**src/design/hsal_pkg.sv**
```systemverilog
// Shared types and constants for the Hermite spline arc length block.
package hsal_pkg;

    localparam int IN_W     = 32;
    localparam int LEN_W    = 32;
    localparam int COORDS   = 3;
    localparam int TERMS    = 4;
    localparam int FIELDS   = 12;
    localparam int IN_BUS_W = FIELDS * IN_W;
    localparam int SQ_W     = 64;
    localparam int ROOT_W   = 33;
    localparam int STEPS_W  = 8;

    localparam logic [STEPS_W-1:0] STEPS_RESET = 8'd15;
    localparam logic [1:0]         LAST_TERM   = 2'(TERMS - 1);
    localparam logic [1:0]         LAST_AXIS   = 2'(COORDS - 1);

    typedef enum logic [4:0] {
        OP_NONE,
        OP_LOAD,
        OP_N2,
        OP_N3,
        OP_K2,
        OP_K3,
        OP_K2N,
        OP_K2M,
        OP_KM,
        OP_H3,
        OP_H1,
        OP_DIV,
        OP_CMUL,
        OP_CACC,
        OP_ROUND,
        OP_DIFF,
        OP_SQ,
        OP_SADD,
        OP_SQRT,
        OP_ACCUM,
        OP_OUT
    } op_t;

    typedef enum logic [4:0] {
        ST_IDLE,
        ST_N2,
        ST_N3,
        ST_K2,
        ST_K3,
        ST_K2N,
        ST_K2M,
        ST_KM,
        ST_H3,
        ST_H1,
        ST_DIV_GO,
        ST_DIV_WAIT,
        ST_CMUL,
        ST_CACC,
        ST_ROUND,
        ST_DIFF,
        ST_SQ,
        ST_SADD,
        ST_SQRT_GO,
        ST_SQRT_WAIT,
        ST_ACCUM,
        ST_DONE
    } state_t;

    typedef struct packed {
        op_t        op;
        logic [1:0] term;
        logic [1:0] axis;
    } cmd_t;

    typedef struct packed {
        logic div_done;
        logic sqrt_done;
        logic last_sample;
    } status_t;

endpackage

```
**src/design/hsal_ctrl.sv**
```systemverilog
// Sequencer that walks samples, weights, coordinates and chords for one segment.
module hsal_ctrl (
    input  logic              clk,
    input  logic              rst_n,
    input  logic              in_valid,
    input  logic              out_free,
    input  hsal_pkg::status_t status,
    output hsal_pkg::cmd_t    cmd,
    output logic              idle
);

    hsal_pkg::state_t state_reg, state_next;
    logic [1:0]       term_reg, term_next;
    logic [1:0]       axis_reg, axis_next;

    always_ff @(posedge clk or negedge rst_n) begin
        if (!rst_n) begin
            state_reg <= hsal_pkg::ST_IDLE;
            term_reg  <= '0;
            axis_reg  <= '0;
        end else begin
            state_reg <= state_next;
            term_reg  <= term_next;
            axis_reg  <= axis_next;
        end
    end

    always_comb begin
        state_next = state_reg;
        term_next  = term_reg;
        axis_next  = axis_reg;
        case (state_reg)
            hsal_pkg::ST_IDLE:   if (in_valid) state_next = hsal_pkg::ST_N2;
            hsal_pkg::ST_N2:     state_next = hsal_pkg::ST_N3;
            hsal_pkg::ST_N3:     state_next = hsal_pkg::ST_K2;
            hsal_pkg::ST_K2:     state_next = hsal_pkg::ST_K3;
            hsal_pkg::ST_K3:     state_next = hsal_pkg::ST_K2N;
            hsal_pkg::ST_K2N:    state_next = hsal_pkg::ST_K2M;
            hsal_pkg::ST_K2M:    state_next = hsal_pkg::ST_KM;
            hsal_pkg::ST_KM:     state_next = hsal_pkg::ST_H3;
            hsal_pkg::ST_H3:     state_next = hsal_pkg::ST_H1;
            hsal_pkg::ST_H1:
            begin
                state_next = hsal_pkg::ST_DIV_GO;
                term_next  = '0;
            end
            hsal_pkg::ST_DIV_GO: state_next = hsal_pkg::ST_DIV_WAIT;
            hsal_pkg::ST_DIV_WAIT:
            begin
                if (status.div_done) begin
                    if (term_reg == hsal_pkg::LAST_TERM) begin
                        state_next = hsal_pkg::ST_CMUL;
                        term_next  = '0;
                        axis_next  = '0;
                    end else begin
                        state_next = hsal_pkg::ST_DIV_GO;
                        term_next  = term_reg + 2'd1;
                    end
                end
            end
            hsal_pkg::ST_CMUL:   state_next = hsal_pkg::ST_CACC;
            hsal_pkg::ST_CACC:
            begin
                if (term_reg == hsal_pkg::LAST_TERM) begin
                    state_next = hsal_pkg::ST_ROUND;
                    term_next  = '0;
                end else begin
                    state_next = hsal_pkg::ST_CMUL;
                    term_next  = term_reg + 2'd1;
                end
            end
            hsal_pkg::ST_ROUND:
            begin
                if (axis_reg == hsal_pkg::LAST_AXIS) begin
                    state_next = hsal_pkg::ST_DIFF;
                    axis_next  = '0;
                end else begin
                    state_next = hsal_pkg::ST_CMUL;
                    axis_next  = axis_reg + 2'd1;
                end
            end
            hsal_pkg::ST_DIFF:   state_next = hsal_pkg::ST_SQ;
            hsal_pkg::ST_SQ:     state_next = hsal_pkg::ST_SADD;
            hsal_pkg::ST_SADD:
            begin
                if (axis_reg == hsal_pkg::LAST_AXIS) begin
                    state_next = hsal_pkg::ST_SQRT_GO;
                    axis_next  = '0;
                end else begin
                    state_next = hsal_pkg::ST_DIFF;
                    axis_next  = axis_reg + 2'd1;
                end
            end
            hsal_pkg::ST_SQRT_GO: state_next = hsal_pkg::ST_SQRT_WAIT;
            hsal_pkg::ST_SQRT_WAIT:
                if (status.sqrt_done) state_next = hsal_pkg::ST_ACCUM;
            hsal_pkg::ST_ACCUM:
                state_next = status.last_sample ? hsal_pkg::ST_DONE : hsal_pkg::ST_K2;
            hsal_pkg::ST_DONE:   if (out_free) state_next = hsal_pkg::ST_IDLE;
            default:             state_next = hsal_pkg::ST_IDLE;
        endcase
    end

    always_comb begin
        cmd.term = term_reg;
        cmd.axis = axis_reg;
        idle     = 1'b0;
        case (state_reg)
            hsal_pkg::ST_IDLE:
            begin
                idle   = 1'b1;
                cmd.op = in_valid ? hsal_pkg::OP_LOAD : hsal_pkg::OP_NONE;
            end
            hsal_pkg::ST_N2:      cmd.op = hsal_pkg::OP_N2;
            hsal_pkg::ST_N3:      cmd.op = hsal_pkg::OP_N3;
            hsal_pkg::ST_K2:      cmd.op = hsal_pkg::OP_K2;
            hsal_pkg::ST_K3:      cmd.op = hsal_pkg::OP_K3;
            hsal_pkg::ST_K2N:     cmd.op = hsal_pkg::OP_K2N;
            hsal_pkg::ST_K2M:     cmd.op = hsal_pkg::OP_K2M;
            hsal_pkg::ST_KM:      cmd.op = hsal_pkg::OP_KM;
            hsal_pkg::ST_H3:      cmd.op = hsal_pkg::OP_H3;
            hsal_pkg::ST_H1:      cmd.op = hsal_pkg::OP_H1;
            hsal_pkg::ST_DIV_GO:  cmd.op = hsal_pkg::OP_DIV;
            hsal_pkg::ST_CMUL:    cmd.op = hsal_pkg::OP_CMUL;
            hsal_pkg::ST_CACC:    cmd.op = hsal_pkg::OP_CACC;
            hsal_pkg::ST_ROUND:   cmd.op = hsal_pkg::OP_ROUND;
            hsal_pkg::ST_DIFF:    cmd.op = hsal_pkg::OP_DIFF;
            hsal_pkg::ST_SQ:      cmd.op = hsal_pkg::OP_SQ;
            hsal_pkg::ST_SADD:    cmd.op = hsal_pkg::OP_SADD;
            hsal_pkg::ST_SQRT_GO: cmd.op = hsal_pkg::OP_SQRT;
            hsal_pkg::ST_ACCUM:   cmd.op = hsal_pkg::OP_ACCUM;
            hsal_pkg::ST_DONE:
                cmd.op = out_free ? hsal_pkg::OP_OUT : hsal_pkg::OP_NONE;
            default:              cmd.op = hsal_pkg::OP_NONE;
        endcase
    end

endmodule

```
**config.mk**
```make
export PLATFORM = sky130hd
export DESIGN_NAME = hsal_ctrl
export DESIGN_NICKNAME = d
export VERILOG_FILES = /design/src/design/hsal_pkg.sv /design/src/design/hsal_ctrl.sv
export SDC_FILE = /design/constraint.sdc
export NUM_CORES = 1
export LEC_CHECK = 0
export ABC_AREA = 1
export BUFFER_PORTS_ARGS = -buffer_cell sky130_fd_sc_hd__buf_4
export CORE_MARGIN = 4
export CORE_UTILIZATION = 49
export CTS_BUF_LIST = sky130_fd_sc_hd__clkbuf_16
export CTS_CLUSTER_SIZE = 14
export DETAILED_ROUTE_END_ITERATION = 10
export MAX_ROUTING_LAYER = met4
export PLACE_DENSITY = 0.74
export RECOVER_POWER = 25
export SETUP_SLACK_MARGIN = 0.2
export SLEW_MARGIN = 20
export SYNTH_ARGS = -nofsm -noshare
export SYNTH_HDL_FRONTEND = slang
export SYNTH_SLANG_ARGS = --single-unit
```
**constraint.sdc**
```tcl
create_clock -name clk -period 1.3 [get_ports clk]
set_input_delay 0.195 -clock clk [delete_from_list [all_inputs] [get_ports clk]]
set_output_delay 0.195 -clock clk [all_outputs]
set_load 0.02 [all_outputs]
```
==> reports/results.txt, run 1 <==
Outcome -> did not finish
Exit stage -> global routing (5_1_grt)
Err -> [ERROR DPL-0038] Utilization greater than 100%, impossible to legalize
Worst endpoint type -> top-level output
Chip Height -> 51.9 µm
IO Count -> 17
Synth cell types -> 22
Mapped cell area -> 942 µm²
Average size of a mapped cell -> 5.96 µm²
Gpl congestion -> 1.01
CTS Buf Count -> 3
Top cell type's share of synthesized area -> 23.9%
Synthesized flop and latch total -> 9
Clock sinks -> 9
Register area share after synthesis -> 23.9%
Deepest clock path buffer count -> 2
Yosys warns -> 0
Largest cells by area after synthesis -> dfrtp_1 24%, nand2_1 18%, nand3_1 16%, nor2_1 7.6%, inv_1 6.0%
DP HPWL -> 2620 µm
Syn Nets -> 166
Cells after synthesis -> 158
# rows -> 15
Worst setup endpoint GRT -> cmd[5]
Number of instances in the placed design -> 232
Die W -> 51.9 µm
Number of port buffers -> 16
Largest net degree at the start of global routing -> 11
Root Buffer -> clkbuf_16
H-tree depth -> 1
Area leader, netlist -> dfrtp_1
Initial Util -> 52.8%
-- repair_timing --
item / CTS
gates resized for setup: 37
endpoints found under the setup margin: 15
hold buffers: 1
buffers inserted: 14
hold endpoints to repair: 9
pin swaps: 11
-- synthesized netlist by cell type --
| library cell | n |
|---|---|
| buf_4 | 2 |
| nor2_1 | 19 |
| and2_1 | 1 |
| nor2_4 | 4 |
| a211oi_1 | 1 |
| nand2_2 | 4 |
| a21oi_1 | 4 |
| inv_1 | 15 |
| and3_1 | 1 |
| nand3_1 | 30 |
| buf_2 | 1 |
| nor2_2 | 4 |
| nand4_1 | 6 |
| o21ai_2 | 1 |
| dfrtp_1 | 9 |
| nand2_1 | 45 |
| or2_4 | 1 |
| a31oi_1 | 1 |
| inv_2 | 2 |
| ha_1 | 1 |
| o2111ai_1 | 1 |
| o21ai_0 | 5 |
-- logic make-up after synthesis --
| family | count (synthesis) | share of synthesized area, % |
|---|---|---|
| AO/OA/AOI/OAI | 13 | 8.10 |
| flip-flops | 9 | 23.9 |
| AND/OR/NAND/NOR | 115 | 57.8 |
| buffers and inverters | 20 | 8.90 |
| adder cells (fa/ha/maj) | 1 | 1.33 |
-- per-stage QoR --
step	setup slack, ps	hold slack (ps)	setup TNS (ps)	cell area, µm²
after floorplan	-65.5	-101	-161	998
after global placement	-259	20.6	-1630	1410
after detailed placement	-263	24.7	-2050	1410
after CTS	-412	274	-4070	1730
==> inputs of run 2 (changes only) <==
==> config.mk (replaced) <==
export PLATFORM = sky130hd
export DESIGN_NAME = hsal_ctrl
export DESIGN_NICKNAME = d
export VERILOG_FILES = /design/src/design/hsal_pkg.sv /design/src/design/hsal_ctrl.sv
export SDC_FILE = /design/constraint.sdc
export NUM_CORES = 1
export LEC_CHECK = 0
export ABC_AREA = 1
export BUFFER_PORTS_ARGS = -buffer_cell sky130_fd_sc_hd__buf_4
export CORE_AREA = 4 4 65 67
export DETAILED_ROUTE_END_ITERATION = 10
export DIE_AREA = 0 0 69 71
export PLACE_DENSITY_LB_ADDON = 0.15
export RECOVER_POWER = 25
export SLEW_MARGIN = 20
export SYNTH_ARGS = -nofsm -noshare
export SYNTH_HDL_FRONTEND = slang
export SYNTH_SLANG_ARGS = --single-unit
==> constraint.sdc (replaced) <==
create_clock -name clk -period 1.7 [get_ports clk]
set_input_delay 0.255 -clock clk [delete_from_list [all_inputs] [get_ports clk]]
set_output_delay 0.255 -clock clk [all_outputs]
set_load 0.02 [all_outputs]
==> run 2 against run 1 <==
  * The flow now finishes, with violations (setup timing)
  * Synthesized cell count unchanged
  * Synthesized area unchanged
==> reports/results.txt, run 2 <==
Detailed Route WL -> 3200 µm
Worst stage delay on the critical path -> 480 ps
Fin crit share -> 105%
Post-synth ARST share -> 100% (unchanged)
Initial antenna violation count -> 0
Yosys warns -> 0 (unchanged)
Final Core Density -> 42.3%
GRT Total Usage -> 12.8%
Gpl congestion -> 0.979 (-3.2%)
Die area -> 4900 µm²
CTS Buf Count -> 3 (unchanged)
Wire per inst -> 12.9 µm
Post-route DRC -> 0
Remaining Overflow, GRT -> 0
Max frequency -> 0.562 GHz
Fin Hold WS -> 336 ps
Finished Cell Area -> 1540 µm²
CTS tree -> built
Worst-Margin Slew -> 530 ps
Worst skew pair latency -> 230 ps
Setup_tns -> -279 ps
DR iter-0 viols -> 66
Crit end category -> output pin
IO Count -> 17 (unchanged)
Max reg flops -> 5
Synthesized flop and latch total -> 9 (unchanged)
Most frequent cells in the layout -> 32 x nand2_1, 32 x buf_4, 23 x nand3_1
# rows -> 22 (+7)
Critical R2R Launch -> state_reg[2]
Post-synth EDFFs -> 0 (unchanged)
Slew Viols, Final -> 0
H-tree depth -> 1 (unchanged)
R2r setup slk -> 130 ps
Vias in the first global route -> 1177
First-pass GRT wire length -> 5240 µm
Worst Slack Setup Final -> -77.8 ps
Setup crit end -> cmd[6]
Layout cell share with drive strength beyond 1 -> 48.0%
VDD IR max -> 0.000541 V
Chip Height -> 71 µm (+37%)
Average size of a mapped cell -> 5.96 µm² (unchanged)
Most frequent cell after synthesis -> nand2_1
Top cell type's share of synthesized area -> 23.9% (unchanged)
Crit path top cell by count -> buf_6
Register area share after synthesis -> 23.9% (unchanged)
Required time of the critical path -> 1440 ps
Clock sinks -> 9 (unchanged)
WS Path Type -> flop to output pin
Met3 usage -> 3.55%
Area leader, netlist -> dfrtp_1
Layout Nets -> 209
Antenna Violating Nets Remaining -> 0
Final setup vio count -> 5
Worst-case reg-to-reg path depth -> 9
Worst EP arrival -> 1520 ps
Post-synth top cells -> 45 x nand2_1, 30 x nand3_1, 19 x nor2_1, 15 x inv_1, 9 x dfrtp_1
Crit path max fanout -> 6
Most used routing layer -> met2
Startpoint types -> flop
Deepest clock path buffer count -> 2 (unchanged)
Pwr dens -> 1910 nW/µm²
Hold Fails Final Rpt -> 0
Unrepaired setup endpoints after global routing -> true
Placed cell area -> 1180 µm² (-16%)
Grt met1 use -> 15.1%
Minimum clock period -> 1780 ps
Largest cells by area after synthesis -> dfrtp_1 24%, nand2_1 18%, nand3_1 16%, nor2_1 7.6%, inv_1 6.0%
Area Overhead vs Synth -> 63.1%
Clk_skew -> 0.606 ps
Hold Crit Class -> primary input to flop
Outcome -> complete, but fails checks
Mapped cell area -> 942 µm² (unchanged)
Multi-input logic area -> 793 µm²
Max_cap viols -> 0
Worst slew margin -> 64.6%
DR vias -> 1209
Lkg Pwr -> 0.803 nW
Crit. Startpoint -> state_reg[1]
Synth cell types -> 22 (unchanged)
Cells after synthesis -> 158 (unchanged)
Clk slew on worst S/H paths -> 50 ps
R2r endpoint -> state_reg[2]
DP HPWL -> 2330 µm (-11%)
Initial DRT Pass Iterations -> 4
CORE AREA -> 3630 µm²
Root Buffer -> clkbuf_8
FF+latch area -> 230 µm²
Number of port buffers -> 16 (unchanged)
Failing checks -> setup timing
Met2 Usage GRT -> 22.8%
Crit path max-delay cell type -> dfrtp_2
Antenna Cells -> 0
Syn Nets -> 166 (unchanged)
Largest net degree at the start of global routing -> 14
Via/cell ratio -> 4.88
Primary FF master, synth -> dfrtp_1
Fillers -> 383
Die W -> 69 µm (+33%)
Initial Util -> 25.9% (-27 points)
CP cell instances -> nor2_4, buf_6, nand3_1, and3_4, nand3_2, buf_6
[run 2: cell counts after synthesis]
Identical to the previous run, type by type.
[run 2: kinds of logic after synthesis]
| family | count (synthesis) | synth area share, % |
|---|---|---|
| buf+inv | 20 | 8.90 |
| compound gates | 13 | 8.10 |
| simple gates | 115 | 57.8 |
| fa+ha+maj | 1 | 1.33 |
| flops | 9 | 23.9 |
[run 2: worst min-delay path by stage]
stage	cells after the start	from	to	slack, ps
5_1_grt	4	out_free	state_reg[2]	370
3_5_place_dp	1	rst_n	term_reg[0]	90
4_1_cts	4	out_free	state_reg[2]	340
6_report	4	out_free	state_reg[2]	340
2_1_floorplan	0	rst_n	axis_reg[0]	-40
3_3_place_gp	1	rst_n	term_reg[0]	90
[run 2: final cells by class]
cell class	count	area share [%]
flip-flops and latches	9	15.0
repair buffers	41	22.2
well taps	48	3.91
inverters	17	4.32
multi-input cells	129	51.6
clock buffers	4	2.93
[run 2: layer usage]
layer  part of all wire, %  up-vias
met3                   4.7        8
met2                    51       33
met1                    43      559
met4                   1.5        0
met5                     0        -
li1                      -      609
[run 2: per-stage QoR]
step	setup slack (ps)	cells	total power, mW
floorplan	199	158	1.45
global placement	-93.9	229	2.07
detailed placement	-40.2	229	2.04
CTS	-47.8	242	2.55
global route	-144	248	3.16
finish	-77.8	248	2.94
[run 2: power breakdown]
group	total (mW)	internal, mW	leakage, nW	switching (mW)
Combinational	2.22	0.973	0.671	1.24
Clock	0.251	0.164	0.0228	0.0871
Sequential	0.473	0.314	0.109	0.159
Total	2.94	1.45	0.803	1.49
[run 2: timing repair]
action                                 4_1_cts  5_1_grt
hold buffers                                 1        0
setup endpoints to repair                    5        5
resized for setup                           25       31
endpoints found under the hold margin        9        0
pin swaps                                   10       15
buffers inserted                             8        6
gates cloned                                 0        0
[run 2: critical path, delay by kind of cell, from the launching register on]
family,cells,cell delay [ps]
buffers and inverters,2,270
and+or+nand+nor,4,540
DFF,1,480
Power figures use the tool's default switching activity.
==> inputs of run 3 (changes only) <==
==> constraint.sdc (replaced) <==
create_clock -name clk -period 2.17 [get_ports clk]
set_input_delay 0.3255 -clock clk [delete_from_list [all_inputs] [get_ports clk]]
set_output_delay 0.3255 -clock clk [all_outputs]
set_load 0.02 [all_outputs]
==> run 3 against run 2 <==
  * The flow now finishes without violations
  * Clock power is 24% lower
  * Die area stayed put
  * Setup slack improved by 160 ps
  * Cell area decreased by 24%
  * Core utilization down 10 points
  * Clock-buffer cell count unchanged
  * Critical path depth grew 1
  * Sequential cell count unchanged
  * Power is 41% lower
  * Largest power group unchanged
==> reports/results.txt, run 3 (synthesized netlist as in run 2, its figures left out) <==
Outcome -> completed
Via/cell ratio -> 4.97 (+1.9%)
DP HPWL -> 2340 µm (+0.69%)
Critical R2R Launch -> state_reg[0]
Vias in the first global route -> 1035 (-12%)
Pwr dens -> 1490 nW/µm² (-22%)
Largest net degree at the start of global routing -> 15 (+1)
Minimum clock period -> 2090 ps
Remaining Overflow, GRT -> 0 (unchanged)
Worst EP arrival -> 1760 ps (+240 ps)
Layout Nets -> 186 (-11%)
Max_cap viols -> 0 (unchanged)
GRT Total Usage -> 11.8% (-1.0 points)
Chip Height -> 71 µm (unchanged)
Unrepaired setup endpoints after global routing -> false
Lkg Pwr -> 0.649 nW (-19%)
IO Count -> 17 (unchanged)
CTS tree -> built
Fin crit share -> 96.3%
CTS Buf Count -> 3 (unchanged)
Initial Util -> 25.9% (unchanged)
Antenna Cells -> 0 (unchanged)
Final Core Density -> 32.1% (-10 points)
Post-route DRC -> 0 (unchanged)
Number of port buffers -> 16 (unchanged)
Hold Crit Class -> primary input to flop
WS Path Type -> flop to output pin
Worst slew margin -> 65.1% (+0.43 points)
Antenna Violating Nets Remaining -> 0 (unchanged)
Hold path startpoint -> out_free
Wire per inst -> 12.7 µm (-1.8%)
Worst skew pair latency -> 230 ps (about the same)
Final setup vio count -> 0 (-5)
Initial antenna violation count -> 0 (unchanged)
Final cell count without fillers -> 225 (-9.3%)
Die area -> 4900 µm² (unchanged)
Crit path max fanout -> 7 (+1)
Area Overhead vs Synth -> 23.8%
Clk_skew -> 3.22 ps (+2.62 ps)
Most common cell after layout, fill and taps aside -> nand2_1
Slew Viols, Final -> 0 (unchanged)
Worst Path Buf+Inv -> 2 (unchanged)
Hold Fails Final Rpt -> 0 (unchanged)
Crit end category -> output pin
Crit path max-delay cell type -> dfrtp_1
Most frequent cells in the layout -> 45 x nand2_1, 30 x nand3_1, 19 x nor2_1
Worst-Margin Slew -> 524 ps (-6.51 ps)
CP cell instances -> inv_1, nor2_2, nand3_1, nand2_1, a21oi_1, nand3_1, buf_4
R2r endpoint -> state_reg[2]
Finished Cell Area -> 1170 µm² (-24%)
Gpl congestion -> 0.860 (-12%)
Max reg flops -> 5 (unchanged)
R2r setup slk -> 620 ps (+490 ps)
FF+latch area -> 225 µm² (-2.2%)
Power, Total -> 1.74 mW (-41%)
Worst-case reg-to-reg path depth -> 8 (-1)
Setup repair bufs after CTS -> 0 (-8)
Setup_tns -> 0 ps (+279 ps)
Layout cell share with drive strength beyond 1 -> 19.8% (-28 points)
Crit path top cell by count -> nand3_1
Die W -> 69 µm (unchanged)
Startpoint types -> flop
Detailed Route WL -> 2850 µm (-11%)
Max frequency -> 0.479 GHz
Worst hold path depth -> 4 (unchanged)
Root Buffer -> clkbuf_8
DR iter-0 viols -> 104 (+58%)
Clk slew on worst S/H paths -> 50 ps (about the same)
Multi-input logic area -> 638 µm² (-20%)
Initial DRT Pass Iterations -> 4 (unchanged)
Worst stage delay on the critical path -> 510 ps (+30 ps)
Deepest clock path buffer count -> 2 (unchanged)
CORE AREA -> 3630 µm² (unchanged)
First-pass GRT wire length -> 4800 µm (-8.4%)
Placed cell area -> 1110 µm² (-5.7%)
H-tree depth -> 1 (unchanged)
Min-Delay Endpoint -> state_reg[2]
Kind of cell adding the most delay to the critical path -> simple AND/OR/NAND/NOR gates
DR vias -> 1118 (-7.5%)
Fillers -> 424 (+11%)
Clock sinks -> 9 (unchanged)
VDD IR max -> 0.000566 V (+4.7%)
# rows -> 22 (unchanged)
Required time of the critical path -> 1840 ps (+400 ps)
Number of instances in the placed design -> 220 (-3.9%)
## run 3: what timing repair did
item | in CTS | in global routing
resized for setup | 0 | 1
endpoints found under the setup margin | 0 | 1
endpoints found under the hold margin | 9 | 0
hold buffers | 1 | 0
## run 3: worst max path at each step
stage | from | endpoint | slack, ps | cells after the start
detailed placement | state_reg[0] | cmd[7] | 330 | 7
CTS | state_reg[0] | cmd[7] | 80 | 7
global placement | state_reg[1] | cmd[7] | 260 | 7
global route | state_reg[0] | cmd[6] | 20 | 8
finish | state_reg[0] | cmd[6] | 80 | 7
floorplan | state_reg[1] | cmd[4] | 600 | 5
## run 3: power by group
part | internal, mW | switching (mW) | total [mW]
registers | 0.239 | 0.109 | 0.347
logic | 0.411 | 0.789 | 1.20
clock network | 0.128 | 0.0633 | 0.191
total | 0.777 | 0.961 | 1.74
## run 3: worst min-delay path, delay by kind of cell
family | cells | cell delay (ps)
simple gates | 2 | 160
buf+inv | 2 | 140
## run 3: per-stage QoR
step                worst slack (ps)  hold WS (ps)
floorplan                        598          29.9
global placement                 255           158
detailed placement               329           157
CTS                             77.3           436
global route                    15.5           454
finish                          80.1           450
## run 3: layout make-up
cell class / count / area share (%)
Clock buffer: 4 / 3.86
Inverter: 17 / 5.47
Multi-Input combinational cell: 129 / 54.7
Sequential cell: 9 / 19.3
Tap cell: 48 / 5.15
Timing Repair Buffer: 18 / 11.5
## run 3: layer usage
layer | GRT usage, % | up-vias | wire length [µm]
met3 | 2.27 | 4 | 218
met4 | 4.12 | 0 | 31
met1 | 15.8 | 507 | 1270
met2 | 19.0 | 47 | 1330
met5 | 0 | - | 0
li1 | - | 560 | -
==> inputs of run 4 (changes only) <==
--- a/config.mk
+++ b/config.mk
@@ -11,7 +11,7 @@
 export DETAILED_ROUTE_END_ITERATION = 10
 export DIE_AREA = 0 0 69 71
 export PLACE_DENSITY_LB_ADDON = 0.15
-export RECOVER_POWER = 25
+export RECOVER_POWER = 50
 export SLEW_MARGIN = 20
 export SYNTH_ARGS = -nofsm -noshare
 export SYNTH_HDL_FRONTEND = slang
==> run 4 against run 3 <==
  * Cell area down 1.3%
  * Non-clock buffer count is the same
  * Clock power about the same
  * Wire length fell by 0.11%
  * Sequential cell count unchanged
==> reports/results.txt, run 4 (synthesized netlist as in run 2, its figures left out) <==
Deepest clock path buffer count -> 2 (unchanged)
Clk_skew -> 3.17 ps (-0.0503 ps)
Die W -> 69 µm (unchanged)
Number of instances in the placed design -> 220 (unchanged)
H-tree depth -> 1 (unchanged)
Gpl congestion -> 0.860 (unchanged)
Fin Hold WS -> 450 ps (+0.173 ps)
Hold Crit Class -> primary input to flop
DR iter-0 viols -> 104 (unchanged)
Finished Cell Area -> 1150 µm² (-1.3%)
Crit path max fanout -> 7 (unchanged)
Setup crit end -> cmd[6]
Clock sinks -> 9 (unchanged)
Minimum clock period -> 2090 ps (unchanged)
Max frequency -> 0.479 GHz (unchanged)
Pwr dens -> 1490 nW/µm² (about the same)
Layout cell share with drive strength beyond 1 -> 17.5% (-2.3 points)
Chip Height -> 71 µm (unchanged)
Initial DRT Pass Iterations -> 4 (unchanged)
CTS Buf Count -> 3 (unchanged)
Setup_tns -> 0 ps (unchanged)
Initial Util -> 25.9% (unchanged)
Worst stage delay on the critical path -> 510 ps (about the same)
Via/cell ratio -> 4.97 (about the same)
Unrepaired setup endpoints after global routing -> false
Final setup vio count -> 0 (unchanged)
CTS tree -> built
Largest net degree at the start of global routing -> 15 (unchanged)
Outcome -> completed
Layout Nets -> 186 (unchanged)
CORE AREA -> 3630 µm² (unchanged)
Critical R2R Launch -> state_reg[0]
DR vias -> 1119 (+0.089%)
First-pass GRT wire length -> 4800 µm (unchanged)
Worst EP arrival -> 1760 ps (about the same)
R2r setup slk -> 620 ps (about the same)
# rows -> 22 (unchanged)
Number of port buffers -> 16 (unchanged)
Fin crit share -> 96.3% (unchanged)
Antenna Cells -> 0 (unchanged)
Lkg Pwr -> 0.634 nW (-2.4%)
Area Overhead vs Synth -> 22.2%
Crit path top cell by count -> nand3_1
Antenna Violating Nets Remaining -> 0 (unchanged)
Crit path max-delay cell type -> dfrtp_1
Die area -> 4900 µm² (unchanged)
Most common cell after layout, fill and taps aside -> nand2_1
Hold Fails Final Rpt -> 0 (unchanged)
Placed cell area -> 1110 µm² (unchanged)
IO Count -> 17 (unchanged)
Crit end category -> output pin
Final cell count without fillers -> 225 (unchanged)
Initial antenna violation count -> 0 (unchanged)
Wire per inst -> 12.6 µm (-0.11%)
DP HPWL -> 2340 µm (unchanged)
VDD IR max -> 0.000566 V (about the same)
Clk slew on worst S/H paths -> 50 ps (about the same)
Max reg flops -> 5 (unchanged)
Slew Viols, Final -> 0 (unchanged)
Post-route DRC -> 0 (unchanged)
Startpoint types -> flop
Fillers -> 428 (+0.94%)
Detailed Route WL -> 2850 µm (-0.11%)
Root Buffer -> clkbuf_8
R2r endpoint -> state_reg[2]
Max_cap viols -> 0 (unchanged)
Crit. Startpoint -> state_reg[0]
Worst-Margin Slew -> 525 ps (+0.689 ps)
Remaining Overflow, GRT -> 0 (unchanged)
Worst slew margin -> 65.0% (about the same)
GRT Total Usage -> 11.8% (unchanged)
CP cell instances -> inv_1, nor2_2, nand3_1, nand2_1, a21oi_1, nand3_1, buf_4
Worst skew pair latency -> 230 ps (about the same)
Worst-case reg-to-reg path depth -> 8 (unchanged)
Vias in the first global route -> 1035 (unchanged)
WS Path Type -> flop to output pin
Most frequent cells in the layout -> 45 x nand2_1, 30 x nand3_1, 19 x nor2_1
Required time of the critical path -> 1840 ps (about the same)
==> run 4: cell type report <==
type / instances / area, µm² / share of cell area, %
inverter: 17 / 63.8 / 5.54
clock buffer: 4 / 45.0 / 3.91
sequential: 9 / 225 / 19.6
timing repair buffer: 18 / 119 / 10.3
tap: 48 / 60.1 / 5.22
multi-input combinational: 129 / 638 / 55.4
==> run 4: worst min path at each step <==
stage	cells past startpoint	from	slack [ps]	endpoint
floorplan	0	rst_n	30	axis_reg[0]
global placement	1	rst_n	160	term_reg[0]
detailed placement	1	rst_n	160	term_reg[0]
CTS	4	out_free	440	state_reg[2]
global route	4	out_free	450	state_reg[2]
finish	4	out_free	450	state_reg[2]
==> run 4: what timing repair did <==
item,in CTS,in global routing
setup endpoints to repair,0,1
setup buffers,0,0
hold buffers,1,0
hold endpoints to repair,9,0
gates resized for setup,0,1
==> run 4: stage by stage <==
step | total power [mW] | setup slack [ps] | util, %
6_report | 1.71 | 80.1 | 31.7
5_1_grt | 1.85 | 15.5 | 31.7
4_1_cts | 1.73 | 77.3 | 32.1
3_5_place_dp | 1.53 | 329 | 30.5
3_3_place_gp | 1.54 | 255 | 30.5
2_1_floorplan | 1.14 | 598 | -
==> run 4: critical path: cells and delay by family, from the launching register on <==
family,cells,cell delay [ps]
compound gates,1,70
buf+inv,2,250
flops,1,510
simple gates,4,710
==> run 4: power breakdown <==
| group | internal [mW] | switching [mW] | leakage (nW) |
|---|---|---|---|
| clock | 0.128 | 0.0634 | 0.0228 |
| combinational | 0.388 | 0.789 | 0.497 |
| sequential | 0.239 | 0.108 | 0.114 |
| total | 0.754 | 0.961 | 0.634 |
==> run 4: metal layers <==
layer,track usage [%],share of wire [%],wire length (µm)
met1,15.8,44,1260
met3,2.27,7.7,218
met4,4.12,1.1,31
met5,0,0,0
met2,19.0,47,1330
